<file path="src/urb_pkg.sv">
package urb_pkg;

  // Default ring depths.
  localparam int unsigned RX_DEPTH_DEF = 64;
  localparam int unsigned TX_DEPTH_DEF = 64;

  // Fixed field widths of the channels.
  localparam int unsigned MODE_W  = 2;
  localparam int unsigned BYTE_W  = 8;
  localparam int unsigned COUNT_W = 6;

  // Item operation codes.
  typedef enum logic [MODE_W-1:0] {
    MODE_RX_BYTE    = 2'd0,
    MODE_HOST_READ  = 2'd1,
    MODE_HOST_WRITE = 2'd2,
    MODE_TX_EMPTY   = 2'd3
  } mode_t;

  // Commands from the controller to the datapath.
  typedef struct packed {
    logic load;
    logic exec;
    logic step;
  } ctrl_cmd_t;

  // Status from the datapath to the controller.
  typedef struct packed {
    logic out_free;
    logic is_read;
    logic take_zero;
    logic last_step;
  } dp_status_t;

endpackage

</file>
<file path="src/urb_req_if.sv">
interface urb_req_if;
  logic                         valid;
  logic                         ready;
  logic [urb_pkg::MODE_W-1:0]   mode;
  logic [urb_pkg::BYTE_W-1:0]   byte_in;
  logic [urb_pkg::COUNT_W-1:0]  read_count;

  modport source (output valid, mode, byte_in, read_count, input ready);
  modport sink (input valid, mode, byte_in, read_count, output ready);
endinterface

</file>
<file path="src/urb_rsp_if.sv">
interface urb_rsp_if;
  logic                         valid;
  logic                         ready;
  logic [urb_pkg::BYTE_W-1:0]   read_byte;
  logic                         read_valid;
  logic                         last;
  logic [urb_pkg::BYTE_W-1:0]   line_byte;
  logic                         line_valid;
  logic                         write_accepted;
  logic [urb_pkg::COUNT_W-1:0]  rx_available;

  modport source (output valid, read_byte, read_valid, last, line_byte, line_valid,
                  write_accepted, rx_available, input ready);
  modport sink (input valid, read_byte, read_valid, last, line_byte, line_valid,
                write_accepted, rx_available, output ready);
endinterface

</file>
<file path="src/uart_rx_tx_ring_buffers.sv">
// Receive and transmit byte rings for a UART, driven by one request channel.
// Each req beat carries mode, byte_in and read_count: a received line byte
// (stored, or dropped when the receive ring is full), a host read of up to
// read_count bytes, a host write (queued, or rejected when the transmit ring
// is full), or a transmitter-empty event that sends the next queued byte, if any.
// Each ring holds one byte fewer than its depth.
// The rsp channel returns one beat per request, or one beat per byte for a
// host read; last marks the final beat of a request and rx_available gives
// the receive fill after the whole request.
// The req beat is latched, the item is executed in the EXEC state once the
// output register is free, and its rsp beat is registered; a host read that
// takes bytes registers its first beat in the BURST state instead, one byte
// per cycle from the receive store's read port while rsp is not stalled.
// A new request is taken while the last rsp beat still waits in the output
// register. When rsp is stalled, the block holds its beat and stops.
// Reset empties both rings and makes the transmitter idle; no clearing pass
// is needed, and ready is already high when reset is released.
module uart_rx_tx_ring_buffers #(
  parameter int unsigned RX_DEPTH = urb_pkg::RX_DEPTH_DEF,
  parameter int unsigned TX_DEPTH = urb_pkg::TX_DEPTH_DEF
) (
  input logic       clk,
  input logic       rst,
  urb_req_if.sink   req,
  urb_rsp_if.source rsp
);

  urb_pkg::ctrl_cmd_t  cmd;
  urb_pkg::dp_status_t status;

  // Sequencing of each request.
  urb_ctrl u_ctrl (
    .clk      (clk),
    .rst      (rst),
    .in_valid (req.valid),
    .in_ready (req.ready),
    .status   (status),
    .cmd      (cmd)
  );

  // Rings, stores and the output register.
  urb_datapath #(
    .RX_DEPTH (RX_DEPTH),
    .TX_DEPTH (TX_DEPTH)
  ) u_datapath (
    .clk                (clk),
    .rst                (rst),
    .cmd                (cmd),
    .status             (status),
    .in_mode            (req.mode),
    .in_byte            (req.byte_in),
    .in_count           (req.read_count),
    .out_valid          (rsp.valid),
    .out_ready          (rsp.ready),
    .out_read_byte      (rsp.read_byte),
    .out_read_valid     (rsp.read_valid),
    .out_last           (rsp.last),
    .out_line_byte      (rsp.line_byte),
    .out_line_valid     (rsp.line_valid),
    .out_write_accepted (rsp.write_accepted),
    .out_rx_available   (rsp.rx_available)
  );

`ifndef SYNTHESIS
  // A request is worked on alone: ready drops right after an accepted beat.
  a_busy_after_accept: assert property (@(posedge clk) disable iff (rst)
    (req.valid && req.ready) |=> !req.ready)
    else $error("request accepted while the previous one is in work");

  // The reported receive fill never reaches the ring depth.
  a_rx_fill_bound: assert property (@(posedge clk) disable iff (rst)
    rsp.valid |-> (rsp.rx_available <= urb_pkg::COUNT_W'(RX_DEPTH - 1)))
    else $error("receive fill beyond ring capacity");

  // A beat never carries both a host byte and a line byte.
  a_one_byte_kind: assert property (@(posedge clk) disable iff (rst)
    rsp.valid |-> !(rsp.read_valid && rsp.line_valid))
    else $error("read byte and line byte on the same beat");

  // Only a transmit action can send a byte; this checks it is on a final beat, never mid burst.
  a_line_not_with_partial: assert property (@(posedge clk) disable iff (rst)
    (rsp.valid && rsp.line_valid) |-> rsp.last)
    else $error("line byte on a beat that is not final");
`endif

endmodule

</file>
<file path="src/urb_ctrl.sv">
module urb_ctrl (
  input  logic                clk,
  input  logic                rst,
  input  logic                in_valid,
  output logic                in_ready,
  input  urb_pkg::dp_status_t status,
  output urb_pkg::ctrl_cmd_t  cmd
);

  typedef enum logic [1:0] {
    ST_IDLE,
    ST_EXEC,
    ST_BURST
  } state_t;

  state_t state;

  // Commands follow the current state; the datapath executes and steps only when
  // its output register can take a beat.
  assign cmd.load = in_valid && in_ready;
  assign cmd.exec = (state == ST_EXEC) && status.out_free;
  assign cmd.step = (state == ST_BURST) && status.out_free;

  // State register with a registered ready that is high only in idle.
  always_ff @(posedge clk) begin
    if (rst) begin
      state    <= ST_IDLE;
      in_ready <= 1'b1;
    end else begin
      unique case (state)
        ST_IDLE: begin
          if (in_valid && in_ready) begin
            state    <= ST_EXEC;
            in_ready <= 1'b0;
          end
        end
        ST_EXEC: begin
          if (status.out_free) begin
            if (status.is_read && !status.take_zero) begin
              state <= ST_BURST;
            end else begin
              state    <= ST_IDLE;
              in_ready <= 1'b1;
            end
          end
        end
        ST_BURST: begin
          if (status.out_free && status.last_step) begin
            state    <= ST_IDLE;
            in_ready <= 1'b1;
          end
        end
        default: begin
          state    <= ST_IDLE;
          in_ready <= 1'b1;
        end
      endcase
    end
  end

endmodule

</file>
<file path="src/urb_datapath.sv">
module urb_datapath #(
  parameter int unsigned RX_DEPTH = urb_pkg::RX_DEPTH_DEF,
  parameter int unsigned TX_DEPTH = urb_pkg::TX_DEPTH_DEF
) (
  input  logic                         clk,
  input  logic                         rst,
  input  urb_pkg::ctrl_cmd_t           cmd,
  output urb_pkg::dp_status_t          status,
  input  logic [urb_pkg::MODE_W-1:0]   in_mode,
  input  logic [urb_pkg::BYTE_W-1:0]   in_byte,
  input  logic [urb_pkg::COUNT_W-1:0]  in_count,
  output logic                         out_valid,
  input  logic                         out_ready,
  output logic [urb_pkg::BYTE_W-1:0]   out_read_byte,
  output logic                         out_read_valid,
  output logic                         out_last,
  output logic [urb_pkg::BYTE_W-1:0]   out_line_byte,
  output logic                         out_line_valid,
  output logic                         out_write_accepted,
  output logic [urb_pkg::COUNT_W-1:0]  out_rx_available
);

  localparam int unsigned RX_PTR_W = $clog2(RX_DEPTH);
  localparam int unsigned TX_PTR_W = $clog2(TX_DEPTH);
  localparam logic [RX_PTR_W-1:0] RX_LAST = RX_PTR_W'(RX_DEPTH - 1);
  localparam logic [TX_PTR_W-1:0] TX_LAST = TX_PTR_W'(TX_DEPTH - 1);

  // Latched item.
  urb_pkg::mode_t               item_mode;
  logic [urb_pkg::BYTE_W-1:0]   item_byte;
  logic [urb_pkg::COUNT_W-1:0]  item_count;

  // Ring state; rx_cnt holds the number of bytes waiting.
  logic [RX_PTR_W-1:0]          rx_wptr, rx_wptr_next, rx_rptr, rx_rptr_next;
  logic [RX_PTR_W-1:0]          rx_cnt, rx_cnt_next;
  logic [TX_PTR_W-1:0]          tx_wptr, tx_wptr_next, tx_rptr, tx_rptr_next;
  logic                         tx_active, tx_active_next;
  logic [urb_pkg::COUNT_W-1:0]  left, left_next;

  // Byte stores with registered read data.
  logic [urb_pkg::BYTE_W-1:0]   rx_mem [RX_DEPTH];
  logic [urb_pkg::BYTE_W-1:0]   tx_mem [TX_DEPTH];
  logic [urb_pkg::BYTE_W-1:0]   rx_q, tx_q;
  logic                         rx_we, tx_we;

  // Next values for the output register.
  logic                         load_out;
  logic [urb_pkg::BYTE_W-1:0]   rb_next, lb_next;
  logic                         rv_next, last_next, lv_next, wa_next;

  // Pointer increments with wrap at the ring depth.
  logic [RX_PTR_W-1:0]          rx_wptr_inc, rx_rptr_inc;
  logic [TX_PTR_W-1:0]          tx_wptr_inc, tx_rptr_inc;
  logic [urb_pkg::COUNT_W-1:0]  avail6, take6;

  assign rx_wptr_inc = (rx_wptr == RX_LAST) ? '0 : rx_wptr + RX_PTR_W'(1);
  assign rx_rptr_inc = (rx_rptr == RX_LAST) ? '0 : rx_rptr + RX_PTR_W'(1);
  assign tx_wptr_inc = (tx_wptr == TX_LAST) ? '0 : tx_wptr + TX_PTR_W'(1);
  assign tx_rptr_inc = (tx_rptr == TX_LAST) ? '0 : tx_rptr + TX_PTR_W'(1);

  // Bytes a host read takes: the smaller of the request and the fill.
  assign avail6 = urb_pkg::COUNT_W'(rx_cnt);
  assign take6  = (item_count < avail6) ? item_count : avail6;

  // Status toward the controller.
  assign status.out_free  = !out_valid || out_ready;
  assign status.is_read   = (item_mode == urb_pkg::MODE_HOST_READ);
  assign status.take_zero = (take6 == '0);
  assign status.last_step = (left == urb_pkg::COUNT_W'(1));

  // Per-item operation and burst step.
  always_comb begin
    rx_wptr_next   = rx_wptr;
    rx_rptr_next   = rx_rptr;
    rx_cnt_next    = rx_cnt;
    tx_wptr_next   = tx_wptr;
    tx_rptr_next   = tx_rptr;
    tx_active_next = tx_active;
    left_next      = left;
    rx_we          = 1'b0;
    tx_we          = 1'b0;
    load_out       = 1'b0;
    rb_next        = '0;
    rv_next        = 1'b0;
    last_next      = 1'b1;
    lb_next        = '0;
    lv_next        = 1'b0;
    wa_next        = 1'b0;
    if (cmd.exec) begin
      unique case (item_mode)
        urb_pkg::MODE_RX_BYTE: begin
          load_out = 1'b1;
          if (rx_cnt != RX_LAST) begin
            rx_we        = 1'b1;
            rx_wptr_next = rx_wptr_inc;
            rx_cnt_next  = rx_cnt + RX_PTR_W'(1);
          end
        end
        urb_pkg::MODE_HOST_READ: begin
          rx_cnt_next = RX_PTR_W'(avail6 - take6);
          left_next   = take6;
          load_out    = (take6 == '0);
        end
        urb_pkg::MODE_HOST_WRITE: begin
          load_out = 1'b1;
          if (tx_wptr_inc != tx_rptr) begin
            tx_we        = 1'b1;
            tx_wptr_next = tx_wptr_inc;
            wa_next      = 1'b1;
            // An idle transmitter has an empty ring, so the new byte goes out now.
            if (!tx_active) begin
              tx_active_next = 1'b1;
              tx_rptr_next   = tx_wptr_inc;
              lb_next        = item_byte;
              lv_next        = 1'b1;
            end
          end
        end
        urb_pkg::MODE_TX_EMPTY: begin
          load_out = 1'b1;
          if (tx_wptr != tx_rptr) begin
            tx_rptr_next = tx_rptr_inc;
            lb_next      = tx_q;
            lv_next      = 1'b1;
          end else begin
            tx_active_next = 1'b0;
          end
        end
        default: begin
          load_out = 1'b1;
        end
      endcase
    end else if (cmd.step) begin
      load_out     = 1'b1;
      rb_next      = rx_q;
      rv_next      = 1'b1;
      last_next    = (left == urb_pkg::COUNT_W'(1));
      rx_rptr_next = rx_rptr_inc;
      left_next    = left - urb_pkg::COUNT_W'(1);
    end
  end

  // Control state: pointers, fill, transmit flag, burst count and output valid.
  always_ff @(posedge clk) begin
    if (rst) begin
      rx_wptr   <= '0;
      rx_rptr   <= '0;
      rx_cnt    <= '0;
      tx_wptr   <= '0;
      tx_rptr   <= '0;
      tx_active <= 1'b0;
      left      <= '0;
      out_valid <= 1'b0;
    end else begin
      rx_wptr   <= rx_wptr_next;
      rx_rptr   <= rx_rptr_next;
      rx_cnt    <= rx_cnt_next;
      tx_wptr   <= tx_wptr_next;
      tx_rptr   <= tx_rptr_next;
      tx_active <= tx_active_next;
      left      <= left_next;
      if (load_out) begin
        out_valid <= 1'b1;
      end else if (out_ready) begin
        out_valid <= 1'b0;
      end
    end
  end

  // Item capture and output payload.
  always_ff @(posedge clk) begin
    if (cmd.load) begin
      item_mode  <= urb_pkg::mode_t'(in_mode);
      item_byte  <= in_byte;
      item_count <= in_count;
    end
    if (load_out) begin
      out_read_byte      <= rb_next;
      out_read_valid     <= rv_next;
      out_last           <= last_next;
      out_line_byte      <= lb_next;
      out_line_valid     <= lv_next;
      out_write_accepted <= wa_next;
      out_rx_available   <= urb_pkg::COUNT_W'(rx_cnt_next);
    end
  end

  // Receive store; the read port always follows the next read pointer.
  always_ff @(posedge clk) begin
    if (rx_we) begin
      rx_mem[rx_wptr] <= item_byte;
    end
    rx_q <= rx_mem[rx_rptr_next];
  end

  // Transmit store, read the same way.
  always_ff @(posedge clk) begin
    if (tx_we) begin
      tx_mem[tx_wptr] <= item_byte;
    end
    tx_q <= tx_mem[tx_rptr_next];
  end

endmodule
</file>
<file path="src/flat_wrapper.sv">
// flat-port wrapper written by rule: the top's interface ports become plain ports
module uart_rx_tx_ring_buffers_flat 
#(
  parameter int unsigned RX_DEPTH = urb_pkg::RX_DEPTH_DEF,
  parameter int unsigned TX_DEPTH = urb_pkg::TX_DEPTH_DEF
)
  (clk, rst, req_valid, req_mode, req_byte_in, req_read_count, req_ready, rsp_valid, rsp_read_byte, rsp_read_valid, rsp_last, rsp_line_byte, rsp_line_valid, rsp_write_accepted, rsp_rx_available, rsp_ready);
  urb_req_if req_i ();
  urb_rsp_if rsp_i ();
  input logic clk;
  input logic rst;
  input wire logic [$bits(req_i.valid)-1:0] req_valid;
  input wire logic [$bits(req_i.mode)-1:0] req_mode;
  input wire logic [$bits(req_i.byte_in)-1:0] req_byte_in;
  input wire logic [$bits(req_i.read_count)-1:0] req_read_count;
  output wire logic [$bits(req_i.ready)-1:0] req_ready;
  output wire logic [$bits(rsp_i.valid)-1:0] rsp_valid;
  output wire logic [$bits(rsp_i.read_byte)-1:0] rsp_read_byte;
  output wire logic [$bits(rsp_i.read_valid)-1:0] rsp_read_valid;
  output wire logic [$bits(rsp_i.last)-1:0] rsp_last;
  output wire logic [$bits(rsp_i.line_byte)-1:0] rsp_line_byte;
  output wire logic [$bits(rsp_i.line_valid)-1:0] rsp_line_valid;
  output wire logic [$bits(rsp_i.write_accepted)-1:0] rsp_write_accepted;
  output wire logic [$bits(rsp_i.rx_available)-1:0] rsp_rx_available;
  input wire logic [$bits(rsp_i.ready)-1:0] rsp_ready;
  assign req_i.valid = req_valid;
  assign req_i.mode = req_mode;
  assign req_i.byte_in = req_byte_in;
  assign req_i.read_count = req_read_count;
  assign req_ready = req_i.ready;
  assign rsp_valid = rsp_i.valid;
  assign rsp_read_byte = rsp_i.read_byte;
  assign rsp_read_valid = rsp_i.read_valid;
  assign rsp_last = rsp_i.last;
  assign rsp_line_byte = rsp_i.line_byte;
  assign rsp_line_valid = rsp_i.line_valid;
  assign rsp_write_accepted = rsp_i.write_accepted;
  assign rsp_rx_available = rsp_i.rx_available;
  assign rsp_i.ready = rsp_ready;
  uart_rx_tx_ring_buffers #(.RX_DEPTH(RX_DEPTH), .TX_DEPTH(TX_DEPTH)) u_core (.clk(clk), .rst(rst), .req(req_i), .rsp(rsp_i));
endmodule
</file>
<file path="config.mk">
export PLATFORM = sky130hd
export DESIGN_NAME = uart_rx_tx_ring_buffers_flat
export DESIGN_NICKNAME = d
export VERILOG_FILES = /design/src/urb_pkg.sv /design/src/urb_req_if.sv /design/src/urb_rsp_if.sv /design/src/uart_rx_tx_ring_buffers.sv /design/src/urb_ctrl.sv /design/src/urb_datapath.sv /design/src/flat_wrapper.sv
export SDC_FILE = /design/constraint.sdc
export NUM_CORES = 1
export LEC_CHECK = 0
export BUFFER_PORTS_ARGS = -buffer_cell sky130_fd_sc_hd__buf_2
export CAP_MARGIN = 30
export CORE_ASPECT_RATIO = 2
export CORE_MARGIN = 3
export CORE_UTILIZATION = 50
export CTS_CLUSTER_SIZE = 8
export DETAILED_ROUTE_END_ITERATION = 8
export PLACE_DENSITY = 0.74
export SLEW_MARGIN = 25
export SYNTH_ARGS = -nofsm -noshare
export SYNTH_HDL_FRONTEND = slang
export SYNTH_HIERARCHICAL = 1
export SYNTH_SLANG_ARGS = --single-unit
export TNS_END_PERCENT = 30
</file>
<file path="constraint.sdc">
create_clock -name clk -period 8.34 [get_ports clk]
set_input_delay 1.668 -clock clk [delete_from_list [all_inputs] [get_ports clk]]
set_output_delay 1.668 -clock clk [all_outputs]
set_load 0.05 [all_outputs]
</file>
==> Flow_metrics.wiki, run 1 <==
{| class="wikitable"
! Metric !! Value
|-
| Synthesized flop and latch total || 1,123
|-
| GR Util All Layers || 26.1%
|-
| Effective utilization at floorplan || 50.6%
|-
| Portion of total power attributed to the clock network || 44.1%
|-
| Total nets after synthesis || 2,875
|-
| Worst slew margin relative to its limit || 28.5%
|-
| Status || finished clean
|-
| Vias/cell || 6.29
|-
| Unique masters post-synth || 81
|-
| Critical path type || input pin to register
|-
| Largest buffer count on any clock path || 3
|-
| Clock latency of the later-clocked register in the worst-skew pair || 730 ps
|-
| Sequential share of power || 47.4%
|-
| Initial antenna violation count || 0
|-
| Overflow left after global routing || 0
|-
| Worst path buffer plus inverter count || 4
|-
| Final Skew || 25.8 ps
|-
| WP data arrival || 6700 ps
|-
| Die Width || 219 um
|-
| Final setup violation count || 0
|-
| Leading cell types by total area after synthesis || sky130_fd_sc_hd__edfxtp_1 71%, sky130_fd_sc_hd__mux4_2 6.4%, sky130_fd_sc_hd__nand2_1 3.3%
|-
| Most numerous cell types in the synthesized netlist || 1,066 x sky130_fd_sc_hd__edfxtp_1, 394 x sky130_fd_sc_hd__nand2_1, 188 x sky130_fd_sc_hd__nor2_1, 129 x sky130_fd_sc_hd__mux4_2, 125 x sky130_fd_sc_hd__mux2i_1
|-
| Clock edge transition at the registers on the reported setup and hold paths || 50 ps
|-
| Global-route wire length before repair || 179,000 um
|-
| Vias in the first global route || 27,300
|-
| Internal power of the cells || 10.3 mW
|-
| I/O Pins || 48
|-
| TritonCTS clock tree || yes
|-
| Number of synthesized flops with an enable pin || 1,066
|-
| DRC violations left || 0
|-
| Half-perimeter wire length after detailed placement || 76,800 um
|-
| Worst IR drop on VDD || 221 uV
|-
| Slowest-stage cell, CP || sky130_fd_sc_hd__mux2i_4
|-
| Dominant cell by count in the synthesized netlist || sky130_fd_sc_hd__edfxtp_1
|-
| Setup slack at placement || 1450 ps
|-
| Unrepaired setup endpoints after global routing || false
|-
| H-tree levels || 4
|-
| Area growth from synthesis to layout || 13.8%
|-
| Die extent in y || 431 um
|-
| Delay of the slowest cell on the worst path || 880 ps
|-
| Type of element launching the critical path || input pin
|-
| Synthesized area divided by synthesized cell count || 15.9 um^2
|-
| Actual transition at the worst max-transition pin || 1070 ps
|-
| Crit path cell chain || buf_2 > nand2b_1 > and2_1 > and2b_1 > nand2b_1 > clkinv_1 > mux2i_4 > buf_12 > buf_4 > mux4_2 > nand2_1 > a31oi_1 > a21oi_1 > a21oi_1
|-
| Required time of the critical path || 8940 ps
|-
| Register area share after synthesis || 73.3%
|-
| Yosys warning total || 6
|-
| Worst min path class || register to register
|-
| Top Family by Delay on Critical Path || simple AND/OR/NAND/NOR gates
|-
| Layout cells sized above 1 || 15.3%
|-
| Count of pins over their slew limit || 0
|-
| Final std cells w/o fill || 4,235
|-
| Crit. End Element || register
|-
| Post-route ant nets || 0
|-
| Cts repair resizes || 0
|-
| Inserted Clock Buffers || 158
|-
| DRC violation total after the first TritonRoute iteration || 3,025
|-
| Number of sinks handled by clock tree synthesis || 1,123
|-
| Synth Cell Area || 45,200 um^2
|-
| Final GP Congestion || 0.994
|-
| Wire length per cell || 28.8 um
|-
| Comb pwr share || 8.5%
|-
| Placed Instances || 3,940
|-
| Shortest period the worst path allows || 6100 ps
|-
| Core Area || 89,400 um^2
|-
| Final hold vios || 0
|-
| Number of setup buffers added after CTS || 0
|-
| Routed Wire Length || 122,000 um
|-
| Switching Fraction || 23.4%
|-
| Largest net degree at the start of global routing || 97
|-
| Count of TritonRoute iterations in the first routing pass || 7
|-
| Max-capacitance violation count || 0
|-
| Area share of the largest cell type after synthesis || 70.8%
|-
| Min Hold Slack || 526 ps
|-
| Slack of the critical path || 2240 ps
|-
| PortBufs || 47
|-
| Final net count || 2,976
|-
| Hold buffer count at CTS || 0
|-
| Die area || 94,300 um^2
|-
| Biggest area consumer among synthesized cells || sky130_fd_sc_hd__edfxtp_1
|-
| Fill cell count || 6,503
|-
| FP Rows || 155
|-
| Final clock period utilization by the worst path || 73.2%
|-
| Total negative slack for setup checks || 0 ps
|-
| Post-synth ARST share || 0%
|-
| Power Dens Cells || 261 nW/um^2
|-
| Peak clock frequency supported by timing || 164 MHz
|-
| Leak || 17.3 nW
|-
| Cell chosen for the clock root || sky130_fd_sc_hd__clkbuf_16
|-
| Count of mapped cells out of synthesis || 2,837
|-
| Vias post-DR || 26,600
|-
| Maximum fanout along the worst path || 46
|-
| Primary flip-flop cell chosen by synthesis mapping || sky130_fd_sc_hd__edfxtp_1
|-
| Total net switching power || 3.13 mW
|}
## cell families after synthesis
family | after synthesis | synth area share, %
flops | 1123 | 73.3
simple gates | 831 | 8.16
compound gates | 377 | 5.93
mux | 266 | 9.50
buf+inv | 195 | 2.03
xor+xnor | 27 | 0.523
fa+ha+maj | 18 | 0.515
## power groups by stage
| stage | logic [mW] | registers, mW | clock network [mW] |
|---|---|---|---|
| 6_report | 1.14 | 6.35 | 5.91 |
| 5_1_grt | 1.20 | 6.35 | 6.24 |
| 4_1_cts | 1.11 | 6.34 | 6.00 |
| 3_5_place_dp | 1.10 | 6.45 | 0 |
| 3_3_place_gp | 1.07 | 6.45 | 0 |
| 2_1_floorplan | 0.672 | 6.52 | 0 |
## metal layers
layer,vias to the layer above,routed length [um],track usage (%)
li1,11200,-,-
met1,13400,37900,27.2
met2,1575,65800,47.1
met3,420,8450,4.56
met4,0,9920,18.3
met5,-,0,0
## cell type report
cell class	count	area [um^2]	area share, %
tap	1177	1470	2.86
inverter	20	75.1	0.146
multi-input combinational	1519	11200	21.8
timing repair buffer	116	891	1.73
sequential	1123	33200	64.4
clock inverter	12	165	0.321
antenna	1	2.50	0.00486
clock buffer	267	4450	8.65
## per-stage QoR
step | total power [mW] | area [um^2] | utilization, %
global placement | 7.52 | 46600 | 52.2
floorplan | 7.19 | 45200 | -
detailed placement | 7.55 | 46600 | 52.2
global route | 13.8 | 51400 | 57.5
CTS | 13.4 | 51300 | 57.3
finish | 13.4 | 51400 | 57.5
## state kept, by name (all words and copies together), names as in the netlist, 2 cells and up
| signal | flops |
|---|---|
| u_core/u_datapath/out_line_byte | 8 |
| u_core/u_datapath/rx_wptr | 6 |
| u_core/u_datapath/rx_rptr | 6 |
| u_core/u_datapath/tx_mem | 512 |
| u_core/u_datapath/out_rx_available | 6 |
| u_core/u_datapath/rx_q | 8 |
| u_core/u_datapath/item_byte | 8 |
| u_core/u_datapath/out_read_byte | 8 |
| u_core/u_datapath/left | 6 |
| u_core/u_datapath/item_mode | 2 |
| u_core/u_datapath/item_count | 6 |
| u_core/u_datapath/rx_mem | 512 |
| u_core/u_ctrl/state | 2 |
| u_core/u_datapath/tx_wptr | 6 |
| u_core/u_datapath/tx_rptr | 6 |
| u_core/u_datapath/avail6 | 6 |
| u_core/u_datapath/tx_q | 8 |
## final timing paths
path                                                                from                                               end  slack, ps  depth (start not counted)
worst max-delay path                                           rsp_ready                 u_core/u_datapath/rx_q[4]$_DFF_P_       2240                         14
worst min-delay path                   u_core/u_datapath/rx_q[7]$_DFF_P_  u_core/u_datapath/out_read_byte[7]$_SDFFCE_PP0P_        530                          1
worst max register to register  u_core/u_datapath/out_valid$_SDFFE_PP0P_                 u_core/u_datapath/rx_q[4]$_DFF_P_       2970                         13
worst min register to register         u_core/u_datapath/rx_q[7]$_DFF_P_  u_core/u_datapath/out_read_byte[7]$_SDFFCE_PP0P_        530                          1
## placed cells by master (no fill, tap or decap), types with 8 or more instances in the layout
cell	n
sky130_fd_sc_hd__a221o_1	11
sky130_fd_sc_hd__a32oi_1	32
sky130_fd_sc_hd__buf_4	50
sky130_fd_sc_hd__and3_1	13
sky130_fd_sc_hd__dfxtp_1	57
sky130_fd_sc_hd__nor2b_1	14
sky130_fd_sc_hd__a211oi_1	43
sky130_fd_sc_hd__a311oi_1	17
sky130_fd_sc_hd__nor4_1	8
sky130_fd_sc_hd__clkbuf_1	105
sky130_fd_sc_hd__xnor2_1	9
sky130_fd_sc_hd__nor2_1	188
sky130_fd_sc_hd__nand2b_1	8
sky130_fd_sc_hd__a21o_1	8
sky130_fd_sc_hd__mux4_2	129
sky130_fd_sc_hd__edfxtp_1	1066
sky130_fd_sc_hd__or3_1	8
sky130_fd_sc_hd__a21oi_1	94
sky130_fd_sc_hd__a31oi_1	39
sky130_fd_sc_hd__clkbuf_16	162
sky130_fd_sc_hd__mux2i_1	124
sky130_fd_sc_hd__and2_1	44
sky130_fd_sc_hd__xor2_1	15
sky130_fd_sc_hd__a32o_1	14
sky130_fd_sc_hd__a22oi_1	27
sky130_fd_sc_hd__o21ai_0	22
sky130_fd_sc_hd__o22ai_1	11
sky130_fd_sc_hd__buf_2	49
sky130_fd_sc_hd__nand3_1	80
sky130_fd_sc_hd__nand4_1	18
sky130_fd_sc_hd__inv_1	19
sky130_fd_sc_hd__mux2_2	11
sky130_fd_sc_hd__nor3_1	16
sky130_fd_sc_hd__ha_1	17
sky130_fd_sc_hd__nand2_1	393
No activity file was read; power rests on OpenSTA's default activity.
==> run 2: changes to the inputs <==
--- a/config.mk
+++ b/config.mk
@@ -12,7 +12,7 @@
 export CORE_UTILIZATION = 50
 export CTS_CLUSTER_SIZE = 8
 export DETAILED_ROUTE_END_ITERATION = 8
-export PLACE_DENSITY = 0.74
+export PLACE_DENSITY = 0.77
 export SLEW_MARGIN = 25
 export SYNTH_ARGS = -nofsm -noshare
 export SYNTH_HDL_FRONTEND = slang
==> constraint.sdc (replaced) <==
create_clock -name clk -period 5.5 [get_ports clk]
set_input_delay 1.1 -clock clk [delete_from_list [all_inputs] [get_ports clk]]
set_output_delay 1.1 -clock clk [all_outputs]
set_load 0.05 [all_outputs]
==> run 2 against run 1 <==
Global-route usage decreased by 0.44 points. First-iteration DRC count decreased by 4.7%. Hold slack got worse by 26 ps. Cell count about the same. Utilization increased by 0.26 points. Wire length decreased by 2.0%. Total power increased by 50%. Critical path depth decreased by 2. Critical endpoint is now u_core/u_datapath/tx_q[0]$_DFF_P_.
==> Flow_metrics.wiki, run 2 (synthesized netlist as in run 1, its figures left out) <==
{| class="wikitable"
! Metric !! Value
|-
| Largest net degree at the start of global routing || 92
|-
| Count of pins over their slew limit || 0
|-
| Portion of total power attributed to the clock network || 43.6%
|-
| Global-route wire length before repair || 177,000 um
|-
| Final clock period utilization by the worst path || 93.5%
|-
| Maximum fanout along the worst path || 15
|-
| Initial antenna violation count || 2
|-
| Actual transition at the worst max-transition pin || 1000 ps
|-
| Vias/cell || 6.26
|-
| I/O Pins || 48
|-
| Critical R2R Capture || u_core/u_datapath/tx_q[0]$_DFF_P_
|-
| Internal power of the cells || 15.4 mW
|-
| Most used cells in the layout excluding fill and tap cells || 1,066 x sky130_fd_sc_hd__edfxtp_1, 393 x sky130_fd_sc_hd__nand2_1, 188 x sky130_fd_sc_hd__nor2_1, 158 x sky130_fd_sc_hd__clkbuf_16, 129 x sky130_fd_sc_hd__mux4_2
|-
| Number of setup buffers added after CTS || 0
|-
| Largest registers in the final layout || u_core/u_datapath/rx_mem (512), u_core/u_datapath/tx_mem (512)
|-
| Worst IR drop on VDD || 394 uV
|-
| Critical path type || register to register
|-
| Count of TritonRoute iterations in the first routing pass || 5
|-
| Met3 track demand over resource in global routing || 4.83%
|-
| Number of sinks handled by clock tree synthesis || 1,123
|-
| Final hold vios || 0
|-
| Die extent in y || 431 um
|-
| DRC violation total after the first TritonRoute iteration || 2,884
|-
| Core Area || 89,400 um^2
|-
| Power Dens Cells || 390 nW/um^2
|-
| Required time of the critical path || 6110 ps
|-
| Top Family by Delay on Critical Path || compound AO/OA/AOI/OAI gates
|-
| FP Rows || 155
|-
| PortBufs || 47
|-
| Worst slew margin relative to its limit || 32.9%
|-
| Final GP Congestion || 0.937
|-
| Source of the worst hold timing path || u_core/u_datapath/left[5]$_SDFFE_PP0P_
|-
| Cts repair resizes || 0
|-
| DRC violations left || 0
|-
| Max-capacitance violation count || 0
|-
| Die Width || 219 um
|-
| Worst-case reg-to-reg path depth || 12
|-
| Total negative slack for setup checks || 0 ps
|-
| Inserted Clock Buffers || 158
|-
| Fill cell count || 6,406
|-
| Peak clock frequency supported by timing || 194 MHz
|-
| Status || finished clean
|-
| Shortest period the worst path allows || 5140 ps
|-
| Worst min path class || register to register
|-
| Routed Wire Length || 120,000 um
|-
| Vias post-DR || 26,500
|-
| Global route hottest layer || met2
|-
| Register-to-register setup slack || 360 ps
|-
| H-tree levels || 4
|-
| Leak || 17.5 nW
|-
| Area growth from synthesis to layout || 14.3%
|-
| Number of stages on the worst hold path || 2
|-
| WP data arrival || 5750 ps
|-
| Vias in the first global route || 27,300
|-
| Sequential share of power || 47.7%
|-
| Overflow left after global routing || 0
|-
| Type of element launching the critical path || register
|-
| Delay of the slowest cell on the worst path || 730 ps
|-
| Final Skew || 35.3 ps
|-
| TritonCTS clock tree || yes
|-
| Total net switching power || 4.72 mW
|-
| Most common cell after layout, fill and taps aside || sky130_fd_sc_hd__edfxtp_1
|-
| Layout cells sized above 1 || 16.4%
|-
| Die area || 94,300 um^2
|-
| Unrepaired setup endpoints after global routing || false
|-
| Hold buffer count at CTS || 0
|-
| Worst path buffer plus inverter count || 0
|-
| Half-perimeter wire length after detailed placement || 77,900 um
|-
| Final setup violation count || 0
|-
| Slowest-stage cell, CP || sky130_fd_sc_hd__nand2b_1
|-
| Effective utilization at floorplan || 50.6%
|-
| Post-route ant nets || 0
|-
| Crit. End Element || register
|-
| Switching Fraction || 23.4%
|-
| Global-route track usage on met2 || 45.7%
|-
| Comb pwr share || 8.7%
|-
| GR Util All Layers || 25.7%
|-
| Launching point of the worst reg2reg path || u_core/u_datapath/tx_wptr[0]$_SDFFE_PP0P_
|-
| Met1 usage in global routing || 26.6%
|-
| Cell chosen for the clock root || sky130_fd_sc_hd__clkbuf_16
|-
| Clock edge transition at the registers on the reported setup and hold paths || 50 ps
|-
| Crit path cell chain || ha_1 > nand3_1 > a311oi_2 > xnor2_1 > nor3_1 > a21oi_1 > o311ai_2 > nand2b_1 > nor2_2 > a221oi_1 > and4b_1 > a31oi_1
|-
| Final net count || 3,011
|-
| Min Hold Slack || 500 ps
|-
| Wire length per cell || 28.2 um
|-
| Clock latency of the later-clocked register in the worst-skew pair || 770 ps
|-
| Largest buffer count on any clock path || 3
|-
| WHS Endpoint || u_core/u_datapath/left[5]$_SDFFE_PP0P_
|}
[run 2: layout make-up]
| class | count | area (um^2) | area share (%) |
|---|---|---|---|
| clock buffer | 231 | 4230 | 8.18 |
| inverter | 20 | 75.1 | 0.145 |
| timing repair buffer | 151 | 1220 | 2.37 |
| multi-input combinational | 1519 | 11200 | 21.7 |
| clock inverter | 16 | 284 | 0.550 |
| antenna | 2 | 5.00 | 0.00968 |
| sequential | 1123 | 33200 | 64.2 |
| tap | 1177 | 1470 | 2.85 |
[run 2: per-stage QoR]
stage          worst slack [ps]  std cells  total power [mW]  cell area (um^2)  utilization [%]
6_report                    357       4239              20.2             51700             57.8
5_1_grt                     171       4238              20.7             51700             57.8
4_1_cts                     480       4232              20.2             51600             57.7
3_5_place_dp                326       3985              11.5             47100             52.7
3_3_place_gp                382       3984              11.4             47100             52.6
2_1_floorplan              1120       2837              10.9             45200                -
[run 2: metal layers]
layer | vias up | wire, um
met5 | - | 7
met4 | 2 | 10000
met3 | 403 | 7650
met2 | 1464 | 64300
met1 | 13400 | 37600
li1 | 11300 | -
[run 2: worst min-delay path, delay by kind of cell, from the launching register on]
kind | cells | cell delay, ps
buffers and inverters | 1 | 50
DFF | 1 | 320
AOI/OAI and AO/OA | 1 | 70
[run 2: worst max path at each step]
stage | cells past startpoint | end | startpoint | slack [ps]
after global placement | 15 | u_core/u_datapath/tx_q[6]$_DFF_P_ | rsp_ready | 380
after detailed placement | 15 | u_core/u_datapath/tx_q[6]$_DFF_P_ | rsp_ready | 330
after global routing | 12 | u_core/u_datapath/tx_q[2]$_DFF_P_ | u_core/u_datapath/tx_wptr[0]$_SDFFE_PP0P_ | 170
final | 12 | u_core/u_datapath/tx_q[0]$_DFF_P_ | u_core/u_datapath/tx_wptr[0]$_SDFFE_PP0P_ | 360
after CTS | 12 | u_core/u_datapath/tx_q[0]$_DFF_P_ | u_core/u_datapath/tx_wptr[0]$_SDFFE_PP0P_ | 480
after floorplan | 14 | u_core/u_datapath/rx_q[4]$_DFF_P_ | rsp_ready | 1120
[run 2: power groups by stage]
| stage | Sequential [mW] | Clock (mW) | Combinational, mW |
|---|---|---|---|
| 2_1_floorplan | 9.88 | 0 | 1.02 |
| 3_3_place_gp | 9.76 | 0 | 1.68 |
| 3_5_place_dp | 9.76 | 0 | 1.72 |
| 4_1_cts | 9.61 | 8.91 | 1.73 |
| 5_1_grt | 9.60 | 9.28 | 1.86 |
| 6_report | 9.61 | 8.78 | 1.76 |
